`src/design/plstc_pkg.sv`:
```
package plstc_pkg;

   localparam int LINKS  = 16;
   localparam int LINK_W = $clog2(LINKS);
   localparam int AVG_W  = 18;
   localparam int IDLE_W = 16;
   localparam int TGT_W  = 9;
   localparam int ERR_W  = 20;

   localparam logic [IDLE_W-1:0]       IDLE_MAX   = 16'hFFFE;
   // dead band edge: -2.0 in Q.8
   localparam logic signed [ERR_W-1:0] HYST_LIMIT = -20'sd512;

   localparam int CSR_IDX_W = 3;
   localparam logic [CSR_IDX_W-1:0] CSR_ALPHA       = 3'd0;
   localparam logic [CSR_IDX_W-1:0] CSR_MIN_FRESH   = 3'd1;
   localparam logic [CSR_IDX_W-1:0] CSR_HYSTERESIS  = 3'd2;
   localparam logic [CSR_IDX_W-1:0] CSR_FUTURE_LEN  = 3'd3;
   localparam logic [CSR_IDX_W-1:0] CSR_SF_PER_MSF  = 3'd4;
   localparam logic [CSR_IDX_W-1:0] CSR_GTS_FIRST   = 3'd5;
   localparam logic [CSR_IDX_W-1:0] CSR_GTS_OTHER   = 3'd6;

   typedef enum logic [1:0] {
      ACT_NONE    = 2'd0,
      ACT_ALLOC   = 2'd1,
      ACT_DEALLOC = 2'd2
   } action_type;

   typedef enum logic [3:0] {
      ST_IDLE,
      ST_MUL_NEW,
      ST_MUL_OLD,
      ST_UPDATE,
      ST_CHECK,
      ST_OFFSET,
      ST_SUPERFRAME,
      ST_SLOT,
      ST_FINISH
   } state_type;

   typedef enum logic [1:0] {
      DIV_OFFSET,
      DIV_SUPERFRAME,
      DIV_SLOT
   } div_sel_type;

   typedef struct packed {
      logic        load;
      logic        mul_new;
      logic        mul_old;
      logic        tick_write;
      logic        set_action;
      logic        div_start;
      div_sel_type div_sel;
      logic        take_sf;
      logic        take_slot;
      logic        emit;
   } cmd_type;

   typedef struct packed {
      logic req_op;
      logic need_alloc;
      logic div_done;
      logic out_free;
   } stat_type;

endpackage

```
`src/design/plstc_div.sv`:
```
module plstc_div (
   input  logic       clock,
   input  logic       reset,
   input  logic       start,
   input  logic [15:0] dividend,
   input  logic [7:0] divisor,
   output logic       busy,
   output logic       done,
   output logic [7:0] rem
);
   logic [15:0] dvd_ff;
   logic [7:0]  dvsr_ff;
   logic [7:0]  rem_ff;
   logic [3:0]  cnt_ff;
   logic        busy_ff;
   logic        done_ff;
   logic [8:0]  trial;
   logic [8:0]  diff;

   // restoring remainder, one dividend bit per cycle
   assign trial = {rem_ff, dvd_ff[15]};
   assign diff  = trial - {1'b0, dvsr_ff};

   always_ff @(posedge clock) begin
      if (reset) begin
         busy_ff <= 1'b0;
         done_ff <= 1'b0;
         cnt_ff  <= '0;
      end else begin
         done_ff <= 1'b0;
         if (start) begin
            busy_ff <= 1'b1;
            cnt_ff  <= '0;
         end else if (busy_ff) begin
            cnt_ff <= cnt_ff + 4'd1;
            if (cnt_ff == 4'd15) begin
               busy_ff <= 1'b0;
               done_ff <= 1'b1;
            end
         end
      end
   end

   always_ff @(posedge clock) begin
      if (start) begin
         dvd_ff  <= dividend;
         dvsr_ff <= divisor;
         rem_ff  <= '0;
      end else if (busy_ff) begin
         dvd_ff <= {dvd_ff[14:0], 1'b0};
         if (trial >= {1'b0, dvsr_ff}) begin
            rem_ff <= diff[7:0];
         end else begin
            rem_ff <= trial[7:0];
         end
      end
   end

   assign busy = busy_ff;
   assign done = done_ff;
   assign rem  = rem_ff;

endmodule

```
`src/design/plstc_ctrl.sv`:
```
module plstc_ctrl (
   input  logic               clock,
   input  logic               reset,
   input  logic               req_tvalid,
   output logic               req_tready,
   input  plstc_pkg::stat_type stat,
   output plstc_pkg::cmd_type  cmd
);
   import plstc_pkg::*;

   state_type state_ff, state_in;

   always_ff @(posedge clock) begin
      if (reset) begin
         state_ff <= ST_IDLE;
      end else begin
         state_ff <= state_in;
      end
   end

   always_comb begin
      state_in   = state_ff;
      cmd        = '0;
      req_tready = 1'b0;
      unique case (state_ff)
         ST_IDLE: begin
            req_tready = 1'b1;
            if (req_tvalid) begin
               cmd.load = 1'b1;
               state_in = stat.req_op ? ST_CHECK : ST_MUL_NEW;
            end
         end
         ST_MUL_NEW: begin
            cmd.mul_new = 1'b1;
            state_in    = ST_MUL_OLD;
         end
         ST_MUL_OLD: begin
            cmd.mul_old = 1'b1;
            state_in    = ST_UPDATE;
         end
         ST_UPDATE: begin
            cmd.tick_write = 1'b1;
            state_in       = ST_FINISH;
         end
         ST_CHECK: begin
            cmd.set_action = 1'b1;
            if (stat.need_alloc) begin
               cmd.div_start = 1'b1;
               cmd.div_sel   = DIV_OFFSET;
               state_in      = ST_OFFSET;
            end else begin
               state_in = ST_FINISH;
            end
         end
         ST_OFFSET: begin
            if (stat.div_done) begin
               cmd.div_start = 1'b1;
               cmd.div_sel   = DIV_SUPERFRAME;
               state_in      = ST_SUPERFRAME;
            end
         end
         ST_SUPERFRAME: begin
            if (stat.div_done) begin
               cmd.take_sf   = 1'b1;
               cmd.div_start = 1'b1;
               cmd.div_sel   = DIV_SLOT;
               state_in      = ST_SLOT;
            end
         end
         ST_SLOT: begin
            if (stat.div_done) begin
               cmd.take_slot = 1'b1;
               state_in      = ST_FINISH;
            end
         end
         ST_FINISH: begin
            if (stat.out_free) begin
               cmd.emit = 1'b1;
               state_in = ST_IDLE;
            end
         end
         default: state_in = ST_IDLE;
      endcase
   end

endmodule

```
`src/design/plstc_dp.sv`:
```
module plstc_dp (
   input  logic                clock,
   input  logic                reset,
   input  logic [63:0]         req_tdata,
   input  logic                req_tuser,
   input  logic                csr_we,
   input  logic [2:0]          csr_index,
   input  logic [15:0]         csr_wdata,
   output logic                rsp_tvalid,
   input  logic                rsp_tready,
   output logic [23:0]         rsp_tdata,
   output logic [1:0]          rsp_tuser,
   input  plstc_pkg::cmd_type  cmd,
   output plstc_pkg::stat_type stat
);
   import plstc_pkg::*;

   // configuration
   logic [8:0]  alpha_ff;
   logic [15:0] min_fresh_ff;
   logic        hyst_ff;
   logic [7:0]  future_len_ff;
   logic [7:0]  sf_per_msf_ff;
   logic [3:0]  gts_first_ff;
   logic [3:0]  gts_other_ff;

   // link table
   logic [AVG_W-1:0]  avg_ff  [LINKS];
   logic [IDLE_W-1:0] idle_ff [LINKS];
   logic [TGT_W-1:0]  tgt_ff  [LINKS];

   // captured item
   logic [LINK_W-1:0] link_ff;
   logic [9:0]        msgs_ff;
   logic [7:0]        slots_ff;
   logic [7:0]        cur_ff;
   logic [15:0]       rand_a_ff;
   logic [15:0]       rand_b_ff;

   logic [17:0]       prod_new_ff;
   logic [25:0]       prod_old_ff;

   logic [TGT_W-1:0]  res_target_ff;
   action_type        res_action_ff;
   logic [7:0]        sf_ff;
   logic [3:0]        slot_ff;

   logic              rsp_valid_ff;
   logic [23:0]       rsp_data_ff;
   logic [1:0]        rsp_user_ff;

   logic [AVG_W-1:0]  avg_rd;
   logic [IDLE_W-1:0] idle_rd;
   logic [TGT_W-1:0]  tgt_rd;

   logic [8:0]              a_eff;
   logic [8:0]              a_inv;
   logic [18:0]             mul_new_w;
   logic [26:0]             mul_old_w;
   logic [18:0]             avg_sum;
   logic [AVG_W-1:0]        avg_in;
   logic signed [ERR_W-1:0] err;
   logic signed [ERR_W-1:0] err_up;
   logic signed [11:0]      ceil_w;
   logic signed [11:0]      chg;
   logic signed [7:0]       chg_sat;
   logic signed [9:0]       tgt_sum;
   logic [TGT_W-1:0]        tgt_clamp;
   logic                    stale;
   logic [TGT_W-1:0]        tgt_in;
   logic [IDLE_W-1:0]       idle_in;
   logic                    dealloc;

   logic [7:0]  off_w;
   logic [8:0]  sf_sum;
   logic [7:0]  sf_now;
   logic [3:0]  gts_now;
   logic [3:0]  gts_held;
   logic [15:0] div_dividend;
   logic [7:0]  div_divisor;
   logic        div_busy;
   logic        div_done;
   logic [7:0]  div_rem;

   always_ff @(posedge clock) begin
      if (reset) begin
         alpha_ff      <= 9'd26;
         min_fresh_ff  <= 16'd8;
         hyst_ff       <= 1'b1;
         future_len_ff <= 8'd1;
         sf_per_msf_ff <= 8'd4;
         gts_first_ff  <= 4'd7;
         gts_other_ff  <= 4'd15;
      end else if (csr_we) begin
         unique case (csr_index)
            CSR_ALPHA:      alpha_ff      <= csr_wdata[8:0];
            CSR_MIN_FRESH:  min_fresh_ff  <= csr_wdata;
            CSR_HYSTERESIS: hyst_ff       <= csr_wdata[0];
            CSR_FUTURE_LEN: future_len_ff <= csr_wdata[7:0];
            CSR_SF_PER_MSF: sf_per_msf_ff <= csr_wdata[7:0];
            CSR_GTS_FIRST:  gts_first_ff  <= csr_wdata[3:0];
            CSR_GTS_OTHER:  gts_other_ff  <= csr_wdata[3:0];
            default: ;
         endcase
      end
   end

   always_ff @(posedge clock) begin
      if (cmd.load) begin
         link_ff   <= req_tdata[3:0];
         msgs_ff   <= req_tdata[13:4];
         slots_ff  <= req_tdata[21:14];
         cur_ff    <= req_tdata[29:22];
         rand_a_ff <= req_tdata[45:30];
         rand_b_ff <= req_tdata[61:46];
      end
   end

   assign avg_rd  = avg_ff[link_ff];
   assign idle_rd = idle_ff[link_ff];
   assign tgt_rd  = tgt_ff[link_ff];

   // moving average: p_new = msgs*a, p_old = avg*(256-a), avg' = p_new + p_old/256
   assign a_eff     = (alpha_ff > 9'd256) ? 9'd256 : alpha_ff;
   assign a_inv     = 9'd256 - a_eff;
   assign mul_new_w = msgs_ff * a_eff;
   assign mul_old_w = avg_rd * a_inv;

   always_ff @(posedge clock) begin
      if (cmd.mul_new) begin
         prod_new_ff <= mul_new_w[17:0];
      end
      if (cmd.mul_old) begin
         prod_old_ff <= mul_old_w[25:0];
      end
   end

   assign avg_sum = {1'b0, prod_new_ff} + {1'b0, prod_old_ff[25:8]};
   assign avg_in  = avg_sum[AVG_W-1:0];

   // error in Q.8 and its ceiling
   assign err    = signed'({2'b00, avg_in}) - signed'({4'b0000, slots_ff, 8'h00});
   assign err_up = err + 20'sd255;
   assign ceil_w = err_up[19:8];

   always_comb begin
      if (!hyst_ff || err > 20'sd0) begin
         chg = ceil_w;
      end else if (err < HYST_LIMIT) begin
         chg = ceil_w + 12'sd1;
      end else begin
         chg = '0;
      end
      if (chg > 12'sd127) begin
         chg_sat = 8'sd127;
      end else if (chg < -12'sd128) begin
         chg_sat = -8'sd128;
      end else begin
         chg_sat = chg[7:0];
      end
   end

   assign tgt_sum   = signed'({2'b00, slots_ff}) + signed'({{2{chg_sat[7]}}, chg_sat});
   assign tgt_clamp = tgt_sum[9] ? '0 : tgt_sum[8:0];
   assign stale     = idle_rd > min_fresh_ff;
   assign tgt_in    = stale ? '0 : tgt_clamp;

   always_comb begin
      if (msgs_ff != '0) begin
         idle_in = '0;
      end else if (idle_rd < IDLE_MAX) begin
         idle_in = idle_rd + 16'd1;
      end else begin
         idle_in = idle_rd;
      end
   end

   always_ff @(posedge clock) begin
      if (reset) begin
         for (int i = 0; i < LINKS; i++) begin
            avg_ff[i]  <= '0;
            idle_ff[i] <= '0;
            tgt_ff[i]  <= '0;
         end
      end else if (cmd.tick_write) begin
         avg_ff[link_ff]  <= avg_in;
         idle_ff[link_ff] <= idle_in;
         tgt_ff[link_ff]  <= tgt_in;
      end
   end

   // query decision
   assign stat.need_alloc = tgt_rd > {1'b0, slots_ff};
   assign dealloc         = (tgt_rd < {1'b0, slots_ff}) && (slots_ff > 8'd1);

   // operands for the shared remainder unit
   assign off_w    = (future_len_ff == '0) ? '0 : div_rem;
   assign sf_sum   = {1'b0, cur_ff} + {1'b0, off_w};
   assign sf_now   = (sf_per_msf_ff == '0) ? '0 : div_rem;
   assign gts_now  = (sf_now == '0) ? gts_first_ff : gts_other_ff;
   assign gts_held = (sf_ff == '0) ? gts_first_ff : gts_other_ff;

   always_comb begin
      case (cmd.div_sel)
         DIV_OFFSET: begin
            div_dividend = rand_a_ff;
            div_divisor  = future_len_ff;
         end
         DIV_SUPERFRAME: begin
            div_dividend = {7'd0, sf_sum};
            div_divisor  = sf_per_msf_ff;
         end
         DIV_SLOT: begin
            div_dividend = rand_b_ff;
            div_divisor  = {4'd0, gts_now};
         end
         default: begin
            div_dividend = rand_a_ff;
            div_divisor  = future_len_ff;
         end
      endcase
   end

   plstc_div u_div (
      .clock    (clock),
      .reset    (reset),
      .start    (cmd.div_start),
      .dividend (div_dividend),
      .divisor  (div_divisor),
      .busy     (div_busy),
      .done     (div_done),
      .rem      (div_rem)
   );

   always_ff @(posedge clock) begin
      if (cmd.load) begin
         res_action_ff <= ACT_NONE;
         sf_ff         <= '0;
         slot_ff       <= '0;
      end
      if (cmd.tick_write) begin
         res_target_ff <= tgt_in;
      end
      if (cmd.set_action) begin
         res_target_ff <= tgt_rd;
         if (stat.need_alloc) begin
            res_action_ff <= ACT_ALLOC;
         end else if (dealloc) begin
            res_action_ff <= ACT_DEALLOC;
         end else begin
            res_action_ff <= ACT_NONE;
         end
      end
      if (cmd.take_sf) begin
         sf_ff <= sf_now;
      end
      if (cmd.take_slot) begin
         slot_ff <= (gts_held == '0) ? '0 : div_rem[3:0];
      end
   end

   // output register
   always_ff @(posedge clock) begin
      if (reset) begin
         rsp_valid_ff <= 1'b0;
      end else if (cmd.emit) begin
         rsp_valid_ff <= 1'b1;
      end else if (rsp_tready) begin
         rsp_valid_ff <= 1'b0;
      end
   end

   always_ff @(posedge clock) begin
      if (cmd.emit) begin
         rsp_data_ff <= {3'b000, slot_ff, sf_ff, res_target_ff};
         rsp_user_ff <= res_action_ff;
      end
   end

   assign rsp_tvalid    = rsp_valid_ff;
   assign rsp_tdata     = rsp_data_ff;
   assign rsp_tuser     = rsp_user_ff;
   assign stat.req_op   = req_tuser;
   assign stat.div_done = div_done;
   assign stat.out_free = !rsp_valid_ff || rsp_tready;

   a_emit_free: assert property (@(posedge clock) disable iff (reset)
      cmd.emit |-> (!rsp_valid_ff || rsp_tready))
      else $error("result emitted over a waiting item");

   a_div_idle: assert property (@(posedge clock) disable iff (reset)
      cmd.div_start |-> !div_busy)
      else $error("remainder unit restarted while busy");

   a_stale_zero: assert property (@(posedge clock) disable iff (reset)
      (cmd.tick_write && stale) |=> (res_target_ff == '0))
      else $error("stale link kept a nonzero target");

endmodule

```
`src/design/per_link_slot_target_controller.sv`:
```
// channel  | direction | handshake             | payload
// req_     | in        | req_tvalid/req_tready | tuser: op; tdata: link, messages, slots, ...
// rsp_     | out       | rsp_tvalid/rsp_tready | tuser: action; tdata: target, sf, slot
// csr_     | in        | csr_we                | csr_index, csr_wdata
//
// One item at a time. A tick goes through two multiply steps and one table update.
// A query that allocates sends three remainders through one shared bit-serial unit.
// Synchronous reset clears the link table and loads the register defaults.
// A waiting result sits in the output register; the next item is taken meanwhile.
module per_link_slot_target_controller (
   input  logic        clock,
   input  logic        reset,
   input  logic        req_tvalid,
   output logic        req_tready,
   input  logic [63:0] req_tdata,  // link, messages_in, allocated_slots,
                                   // current_superframe, random_a, random_b, pad
   input  logic        req_tuser,  // op
   output logic        rsp_tvalid,
   input  logic        rsp_tready,
   output logic [23:0] rsp_tdata,  // slot_target, superframe_id, slot_id, pad
   output logic [1:0]  rsp_tuser,  // action
   input  logic        csr_we,
   input  logic [2:0]  csr_index,
   input  logic [15:0] csr_wdata
);
   import plstc_pkg::*;

   cmd_type  cmd;
   stat_type stat;

   plstc_ctrl u_ctrl (
      .clock      (clock),
      .reset      (reset),
      .req_tvalid (req_tvalid),
      .req_tready (req_tready),
      .stat       (stat),
      .cmd        (cmd)
   );

   plstc_dp u_dp (
      .clock      (clock),
      .reset      (reset),
      .req_tdata  (req_tdata),
      .req_tuser  (req_tuser),
      .csr_we     (csr_we),
      .csr_index  (csr_index),
      .csr_wdata  (csr_wdata),
      .rsp_tvalid (rsp_tvalid),
      .rsp_tready (rsp_tready),
      .rsp_tdata  (rsp_tdata),
      .rsp_tuser  (rsp_tuser),
      .cmd        (cmd),
      .stat       (stat)
   );

endmodule
```
`config.mk`:
```
export PLATFORM = sky130hd
export DESIGN_NAME = per_link_slot_target_controller
export DESIGN_NICKNAME = d
export VERILOG_FILES = /design/src/design/plstc_pkg.sv /design/src/design/plstc_div.sv /design/src/design/plstc_ctrl.sv /design/src/design/plstc_dp.sv /design/src/design/per_link_slot_target_controller.sv
export SDC_FILE = /design/constraint.sdc
export NUM_CORES = 2
export LEC_CHECK = 0
export BUFFER_PORTS_ARGS = -buffer_cell sky130_fd_sc_hd__buf_2
export CAP_MARGIN = 20
export CORE_MARGIN = 3
export CORE_UTILIZATION = 57
export CTS_BUF_LIST = sky130_fd_sc_hd__clkbuf_16
export DETAILED_ROUTE_END_ITERATION = 6
export PLACE_DENSITY = 0.84
export SYNTH_ARGS = -nofsm -noshare
export SYNTH_HDL_FRONTEND = slang
export SYNTH_SLANG_ARGS = --single-unit
```
`constraint.sdc`:
```
create_clock -name clock -period 8.9 [get_ports clock]
set_input_delay 0.445 -clock clock [delete_from_list [all_inputs] [get_ports clock]]
set_output_delay 0.445 -clock clock [all_outputs]
set_load 0.005 [all_outputs]
```
# Word level (Yosys, flattened, before mapping)
# Memories as Yosys holds them, arrays and structs flattened. A register that Yosys moved wholly into a read port is not among the register bits.
# Index checks and enable logic that the tools add are counted.
[word_totals]
register_bits = 245
ramBits = 688
mem_count = 3
[op_classes]
addsub = 10
mul = 2
n_lt_le_gt_ge = 11
n_eq_ne = 22
mux = 76
n_bitwise = 1
n_reduce_logical = 32
[memory_table]
columns = ["name", "depth", "word_bits", "read_ports", "rd_ports_with_merged_regs", "write_ports", "line_no", "source"]
rows = [
  ["u_dp.avg_ff", 16, 18, 1, 1, 16, "plstc_dp.sv:28", "logic [AVG_W-1:0] avg_ff [LINKS];"],
  ["u_dp.idle_ff", 16, 16, 1, 1, 16, "plstc_dp.sv:29", "logic [IDLE_W-1:0] idle_ff [LINKS];"],
  ["u_dp.tgt_ff", 16, 9, 1, 1, 16, "plstc_dp.sv:30", "logic [TGT_W-1:0] tgt_ff [LINKS];"],
]
[op_table]
columns = ["operator", "count"]
rows = [
  ["16-bit two-way mux", 5],
  ["4-bit two-way mux", 18],
  ["8-bit two-way mux", 7],
  ["9-bit two-way mux", 6],
  ["4-bit one-hot mux with 9 select lines", 1],
  ["8-bit logical NOT", 4],
  ["16-bit one-hot mux with 2 select lines", 1],
  ["18-bit by 9-bit multiplier with 26-bit output", 1],
  ["1-bit two-way mux", 26],
  ["12-bit two-way mux", 2],
  ["20-bit by 9-bit adder with 20-bit output, second input constant", 1],
  ["20-bit by 1-bit > comparator with 1-bit output, second input constant", 1],
  ["20-bit by 10-bit less-than comparator with 1-bit output, second input constant", 1],
  ["18-bit by 16-bit subtractor with 19-bit output", 1],
  ["18-bit adder", 1],
  ["10-bit by 9-bit multiplier with 18-bit output", 1],
  ["18-bit two-way mux", 1],
  ["18-bit OR reduction", 1],
  ["16-bit by 1-bit adder with 16-bit output, second input constant", 1],
  ["4-bit by 3-bit == test with 1-bit output, second input constant", 4],
  ["16-bit > comparator", 1],
  ["16-bit less-than comparator, second input constant", 1],
  ["8-bit one-hot mux with 2 select lines", 1],
  ["16-bit OR reduction", 1],
  ["39 further kinds", 66],
]

# Logic depth before layout (Yosys ltp)
[logic_depth]
ltp_word = 14
depth_mapped = 42
ltp_nobuf = 37

# Cells and area by module
# Synthesis repeated with hierarchy kept, for this count alone.
[hier_totals]
hier_cells = 3969
area_unflattened_um2 = 49805.3
[modules_own_cells]
columns = ["module", "instances", "cells_per_inst", "area_per_inst_um2", "seq_area_each_um2"]
rows = [
  ["plstc_dp", 1, 3758, 47558.1, 26085.0],
  ["plstc_div", 1, 159, 1855.5, 1001.0],
  ["plstc_ctrl", 1, 52, 391.6, 80.1],
]

# Worst setup path before layout
# OpenSTA, ideal clock, no wires.
[synth_path]
path_type = "register to register"
from = "register u_dp.prod_old_ff[8]"
to = "memory u_dp.tgt_ff[0][2], data pin"
t_arrival_ps = 8303
t_required_ps = 8759
path_slack_ps = 456
stages_incl_launch_ff = 41
n_path_buf = 4
period_less_slack_ps = 8444
path_cell_list = "edfxtp_1 > ha_1 > fa_1 > a21o_1 > nand4_1 > and3_1 > or3_1 > nand2b_1 > a21oi_1 > o21bai_1 > a21oi_1 > xor2_1 > clkbuf_1 > inv_1 > ha_1 > clkbuf_1 > a211oi_1 > and2_1 > [5 not listed] > and2_1 > clkbuf_1 > a22oi_1 > o221ai_2 > o21ai_0 > ha_1 > a21o_1 > a21o_1 > a21o_1 > a21oi_1 > o21bai_1 > a21o_1 > a21oi_1 > xor2_1 > nor3_2 > nand2_1 > clkbuf_1 > nor2_1"
[synth_lines]
columns = ["element", "line_no", "source"]
rows = [
  ["from (decl)", "plstc_dp.sv:41", "logic [25:0] prod_old_ff;"],
  ["from (signal assigned)", "plstc_dp.sv:134", "prod_old_ff <= mul_old_w[25:0];"],
  ["to (decl)", "plstc_dp.sv:30", ""],
]

# Worst setup path after layout
[layout_path]
from = "register u_dp.prod_old_ff[8]"
to = "register u_dp.res_target_ff[2], data pin"
[layout_between]
elab_chain_len = 14
elab_cells_between_ends = 18
cone_classes = "add/sub (5); order compare (4); mux (8); reduce/logical (1)"
[layout_rtl]
columns = ["element", "line_no", "source"]
rows = [
  ["18-bit adder *", "plstc_dp.sv:138", "assign avg_sum = {1'b0, prod_new_ff} + {1'b0, prod_old_ff[25:8]};"],
  ["net u_dp.avg_sum[12]", "plstc_dp.sv:60", "logic [18:0] avg_sum;"],
  ["18-bit by 16-bit subtractor with 19-bit output *", "plstc_dp.sv:142", "assign err = signed'({2'b00, avg_in}) - signed'({4'b0000, slots_ff, 8'h00});"],
  ["20-bit by 9-bit adder with 20-bit output", "plstc_dp.sv:143", "assign err_up = err + 20'sd255;"],
  ["12-bit by 2-bit adder with 12-bit output", "plstc_dp.sv:150", "chg = ceil_w + 12'sd1;"],
  ["12-bit two-way mux", "plstc_dp.sv:149", "end else if (err < HYST_LIMIT) begin"],
  ["12-bit two-way mux *", "plstc_dp.sv:147", "if (!hyst_ff || err > 20'sd0) begin"],
  ["12-bit by 8-bit less-than comparator with 1-bit output", "plstc_dp.sv:156", "end else if (chg < -12'sd128) begin"],
  ["8-bit two-way mux", "plstc_dp.sv:156", ""],
  ["8-bit two-way mux *", "plstc_dp.sv:154", "if (chg > 12'sd127) begin"],
  ["9-bit by 8-bit adder with 10-bit output *", "plstc_dp.sv:163", "assign tgt_sum = signed'({2'b00, slots_ff}) + signed'({{2{chg_sat[7]}}, chg_sat});"],
  ["9-bit two-way mux *", "plstc_dp.sv:164", "assign tgt_clamp = tgt_sum[9] ? '0 : tgt_sum[8:0];"],
  ["9-bit two-way mux *", "plstc_dp.sv:166", "assign tgt_in = stale ? '0 : tgt_clamp;"],
  ["9-bit two-way mux *", "plstc_dp.sv:241", "if (cmd.tick_write) begin"],
  ["9-bit two-way mux *", "plstc_dp.sv:244", "if (cmd.set_action) begin"],
  ["to (signal assigned)", "plstc_dp.sv:242", "res_target_ff <= tgt_in;"],
  ["to (signal assigned)", "plstc_dp.sv:245", "res_target_ff <= tgt_rd;"],
  ["to (decl)", "plstc_dp.sv:43", "logic [TGT_W-1:0] res_target_ff;"],
]
# The timed path passes the listed nets; every way through them passes the cells marked *. The select of a mux whose other input is x is not followed.
# A chain may end at the register's enable or synchronous reset.

==> reports/summary.md <==
The logs give 0 for the DRC violations left and 8830 ps for the arrival time of data at the critical path endpoint. Type of element capturing the critical path: a flop. Counting distinct cell types in the post-synthesis netlist gives 93.

In this run the tightest slew margin relative to its limit is 23.6%. The average wire per standard cell was 26.1 um; the area growth from synthesis to layout was 10.7%. Tracing the worst setup path back leads to its startpoint at u_dp.prod_old_ff[8]. The register bit total from synthesis came out at 929. Maximum count of clock buffers along a single path: 3. In this run the register-to-register setup slack is 430 ps.

The initial antenna violation count was 2; the combined global-route utilization of all metal layers was 29.6%. For this run, the leading register cell type out of synthesis is sky130_fd_sc_hd__edfxtp_1. The routability congestion estimate from global placement is 0.873, and the fraction of layout instances using a drive strength above 1 is 16.1%.

For the instance count of the mapped netlist, the log shows 3911. At the worst endpoint, the required time is 9270 ps. Among all stages on the critical path, the largest delay is contributed by sky130_fd_sc_hd__or4_1.

Across the whole layout, storage elements account for 27200 sq um. The run gives 31.3 ps as the setup clock skew after layout. The area of the mapped netlist came out at 49400 sq um. The slew at the pin closest to its max-slew limit was 1140 ps. Classification of the worst setup path: reg -> reg.

The run gives 79 as the maximum number of pins on one net before global-route repair. The flow ran to the end, and the final reports show no timing, DRC or antenna violations. For this run, the top clock speed supported by timing is 118 MHz.

The number of endpoints with negative hold slack in the final report is 0, and the via count of the routed design is 33.8k. Most frequent cell on the critical path: sky130_fd_sc_hd__a21o_1. Counting the fill cells in the layout gives 5653. The most critical setup path has its endpoint at u_dp.res_target_ff[2].

The terminus of the critical flop-to-flop path was u_dp.res_target_ff[2]. Worst min-delay path category: in -> reg. Clock latency on the worst-skew pair, taken at its later pin, is 690 ps.

Summed over all layers, the global routing overflow is 0. The post-detailed-route count of antenna-violating nets is 0. The number of clock sinks seen by CTS is 929. Summed over all nets, the half-perimeter wirelength after detailed placement is 80500 um. The yosys synthesis warning count was 0; the final setup violation count was 0.

Clock root buffer: sky130_fd_sc_hd__clkbuf_16. The number of top-level pins came out at 117. The cell row count came out at 107. For this configuration, the core starts out at a cell density of 57.8%.

For this run, the post-layout net count is 4443. The share of the core filled with cells came out at 63.9%. The worst path in the final design needs a cycle of 8470 ps, including I/O delays and setup.

On the worst path, the slowest cell contributes a delay of 560 ps. Kind of start point of the critical path: a flop. The pre-antenna-repair detailed-routing pass consisted of 6 iterations.

The via count of the first global-routing pass was 34.1k. The area of the multi-input gates is 20300 sq um, and the share of the clock period used by the worst path after layout is 95.1%. TritonCTS built the clock tree.

After synthesis, the mean cell area works out to 12.6 sq um. The max capacitance violation total came out at 0. In this run the tool buffered the top-level ports with 111 buffer cells. Logic depth of the worst register-to-register path: 37. The first-pass GRT wire length was 201000 um; the share of the yosys chip area belonging to registers was 55.0%. The die covers 90200 sq um. The tools report the placed instance count as 5005.

The detailed router finished its first iteration with 4833 violations. The deepest level of the CTS H-tree is 3. The startpoint identified for the worst register-to-register timing path is u_dp.prod_old_ff[8]. Along the worst hold path, the cell count comes to 3. Count of pins over their slew limit: 0. The die is 300 um wide.

The vias per cell was 6.44; the total CTS buffers was 90. In the synthesized netlist the async set-or-reset flop fraction comes to 0%. The region available for standard cell placement spans 85500 sq um.

In this run the worst path has a maximum fanout of 17. The finished layout holds 5246 standard cells, fillers aside. The total detailed-routing wirelength came out at 137000 um. From bottom edge to top edge, the die measures 300 um.

Clock-pin slew was measured on the worst setup and hold paths at 60 ps. Counting flops with a built-in enable in the synthesized netlist gives 856.
==> through the flow <==
stage          setup WS [ps]  hold WS [ps]  setup TNS [ps]  cell area (sq um)
4_1_cts                 -130          2.51            -628              54500
5_1_grt                -89.8          16.0            -459              54700
3_5_place_dp           -2.27           405           -2.27              51000
2_1_floorplan            456           400               0              49400
6_report                 435          30.0               0              54700
3_3_place_gp             253           405               0              51000
==> logic make-up (layout without fill, tap and decap cells) <==
group	after synthesis	count (layout)	share of synthesized area, %
AOI/OAI and AO/OA	322	322	4.17
xor gates and xnor gates	100	100	1.98
adders and majority gates	330	330	11.0
buffers and inverters	510	696	4.29
DFF	929	929	55.0
muxes	256	256	10.7
other	1	6	0.00759
and+or+nand+nor	1463	1463	12.9
==> timing repair <==
action,CTS,global route
hold buffers,60,0
endpoints found under the setup margin,20,153
buffers inserted,0,4
resized for setup,0,26
pin swaps,0,2
endpoints found under the hold margin,60,0
cloned,0,0
==> layout by cell type (no fill, tap or decap), types with 11 or more instances in the layout <==
| master | synthesis | layout |
|---|---|---|
| sky130_fd_sc_hd__clkbuf_16 | 0 | 90 |
| sky130_fd_sc_hd__o21a_1 | 13 | 13 |
| sky130_fd_sc_hd__a21oi_1 | 109 | 107 |
| sky130_fd_sc_hd__ha_1 | 158 | 158 |
| sky130_fd_sc_hd__fa_1 | 172 | 172 |
| sky130_fd_sc_hd__o21ai_0 | 71 | 70 |
| sky130_fd_sc_hd__o21bai_1 | 12 | 12 |
| sky130_fd_sc_hd__dlygate4sd3_1 | 0 | 60 |
| sky130_fd_sc_hd__buf_2 | 23 | 111 |
| sky130_fd_sc_hd__nand2b_1 | 35 | 19 |
| sky130_fd_sc_hd__nand2_1 | 358 | 350 |
| sky130_fd_sc_hd__a211o_1 | 11 | 11 |
| sky130_fd_sc_hd__xnor2_1 | 57 | 55 |
| sky130_fd_sc_hd__nor4_1 | 17 | 16 |
| sky130_fd_sc_hd__nand4_1 | 18 | 18 |
| sky130_fd_sc_hd__nor2b_1 | 35 | 33 |
| sky130_fd_sc_hd__buf_4 | 8 | 82 |
| sky130_fd_sc_hd__mux2_2 | 27 | 27 |
| sky130_fd_sc_hd__xor2_1 | 31 | 31 |
| sky130_fd_sc_hd__nand3_1 | 33 | 33 |
| sky130_fd_sc_hd__mux2i_1 | 18 | 18 |
| sky130_fd_sc_hd__dfxtp_1 | 73 | 69 |
| sky130_fd_sc_hd__clkinv_1 | 2 | 21 |
| sky130_fd_sc_hd__a21o_1 | 24 | 24 |
| sky130_fd_sc_hd__and3_1 | 16 | 16 |
| sky130_fd_sc_hd__nor3_1 | 22 | 20 |
| sky130_fd_sc_hd__inv_1 | 266 | 275 |
| sky130_fd_sc_hd__edfxtp_1 | 856 | 856 |
| sky130_fd_sc_hd__and2_1 | 108 | 107 |
| sky130_fd_sc_hd__a221oi_1 | 12 | 12 |
| sky130_fd_sc_hd__nand2b_2 | 0 | 16 |
| sky130_fd_sc_hd__clkinv_2 | 0 | 19 |
| sky130_fd_sc_hd__mux4_2 | 203 | 203 |
| sky130_fd_sc_hd__nor2_1 | 764 | 762 |
==> cell type report <==
cell class,count,area share [%]
multi-input cells,2474,37.1
well taps,1144,2.62
clock buffers,90,4.12
inverters,268,1.84
clock inverters,77,1.16
flip-flops and latches,929,49.7
repair buffers,261,3.45
diodes,3,0.0137
==> routing by layer <==
layer	GRT usage [%]	wire, um	up-vias
li1	-	-	13900
met1	37.5	45000	16500
met2	48.7	65700	2809
met3	6.89	18800	571
met4	13.7	7190	0
met5	0	0	-
==> worst min path at each step <==
stage                               start               endpoint  slack, ps
floorplan           u_dp.res_target_ff[0]      u_dp.rsp_tdata[0]        400
global placement    u_dp.res_action_ff[0]      u_dp.rsp_tuser[0]        400
detailed placement        u_dp.slot_ff[3]     u_dp.rsp_tdata[20]        410
CTS                         csr_wdata[11]  u_dp.min_fresh_ff[11]          3
global route                csr_wdata[11]  u_dp.min_fresh_ff[11]         20
finish                      csr_wdata[11]  u_dp.min_fresh_ff[11]         30
==> critical path: cells and delay by family, from the launching register on <==
kind | cells | cell delay (ps)
AO/OA/AOI/OAI | 18 | 3360
AND/OR/NAND/NOR | 11 | 2310
adder cells (fa/ha/maj) | 4 | 1320
buffers and inverters | 2 | 270
flip-flops | 1 | 370
XOR/XNOR | 2 | 530
==> cells in the mapped netlist, types with 71 or more instances <==
master | n | area [sq um]
sky130_fd_sc_hd__edfxtp_1 | 856 | 25700
sky130_fd_sc_hd__nor2_1 | 764 | 2870
sky130_fd_sc_hd__nand2_1 | 358 | 1340
sky130_fd_sc_hd__inv_1 | 266 | 998
sky130_fd_sc_hd__mux4_2 | 203 | 4570
sky130_fd_sc_hd__clkbuf_1 | 174 | 653
sky130_fd_sc_hd__fa_1 | 172 | 3440
sky130_fd_sc_hd__ha_1 | 158 | 1980
sky130_fd_sc_hd__a21oi_1 | 109 | 546
sky130_fd_sc_hd__and2_1 | 108 | 676
sky130_fd_sc_hd__dfxtp_1 | 73 | 1460
sky130_fd_sc_hd__o21ai_0 | 71 | 355
==> flip-flops by register name (all words and copies together) (netlist names), 10 cells and up, named ones only <==
name,flops
u_dp.rand_b_ff,16
u_dp.rsp_tdata,21
u_dp.msgs_ff,10
u_dp.tgt_ff,144
u_dp.min_fresh_ff,16
u_dp.rand_a_ff,16
u_dp.idle_ff,256
u_dp.avg_ff,288
u_dp.prod_new_ff,18
u_dp.prod_old_ff,18
u_dp.u_div.dvd_ff,16
Power is not shown: default switching activity piles up to over one toggle a cycle in this logic, so the estimate is an artifact.
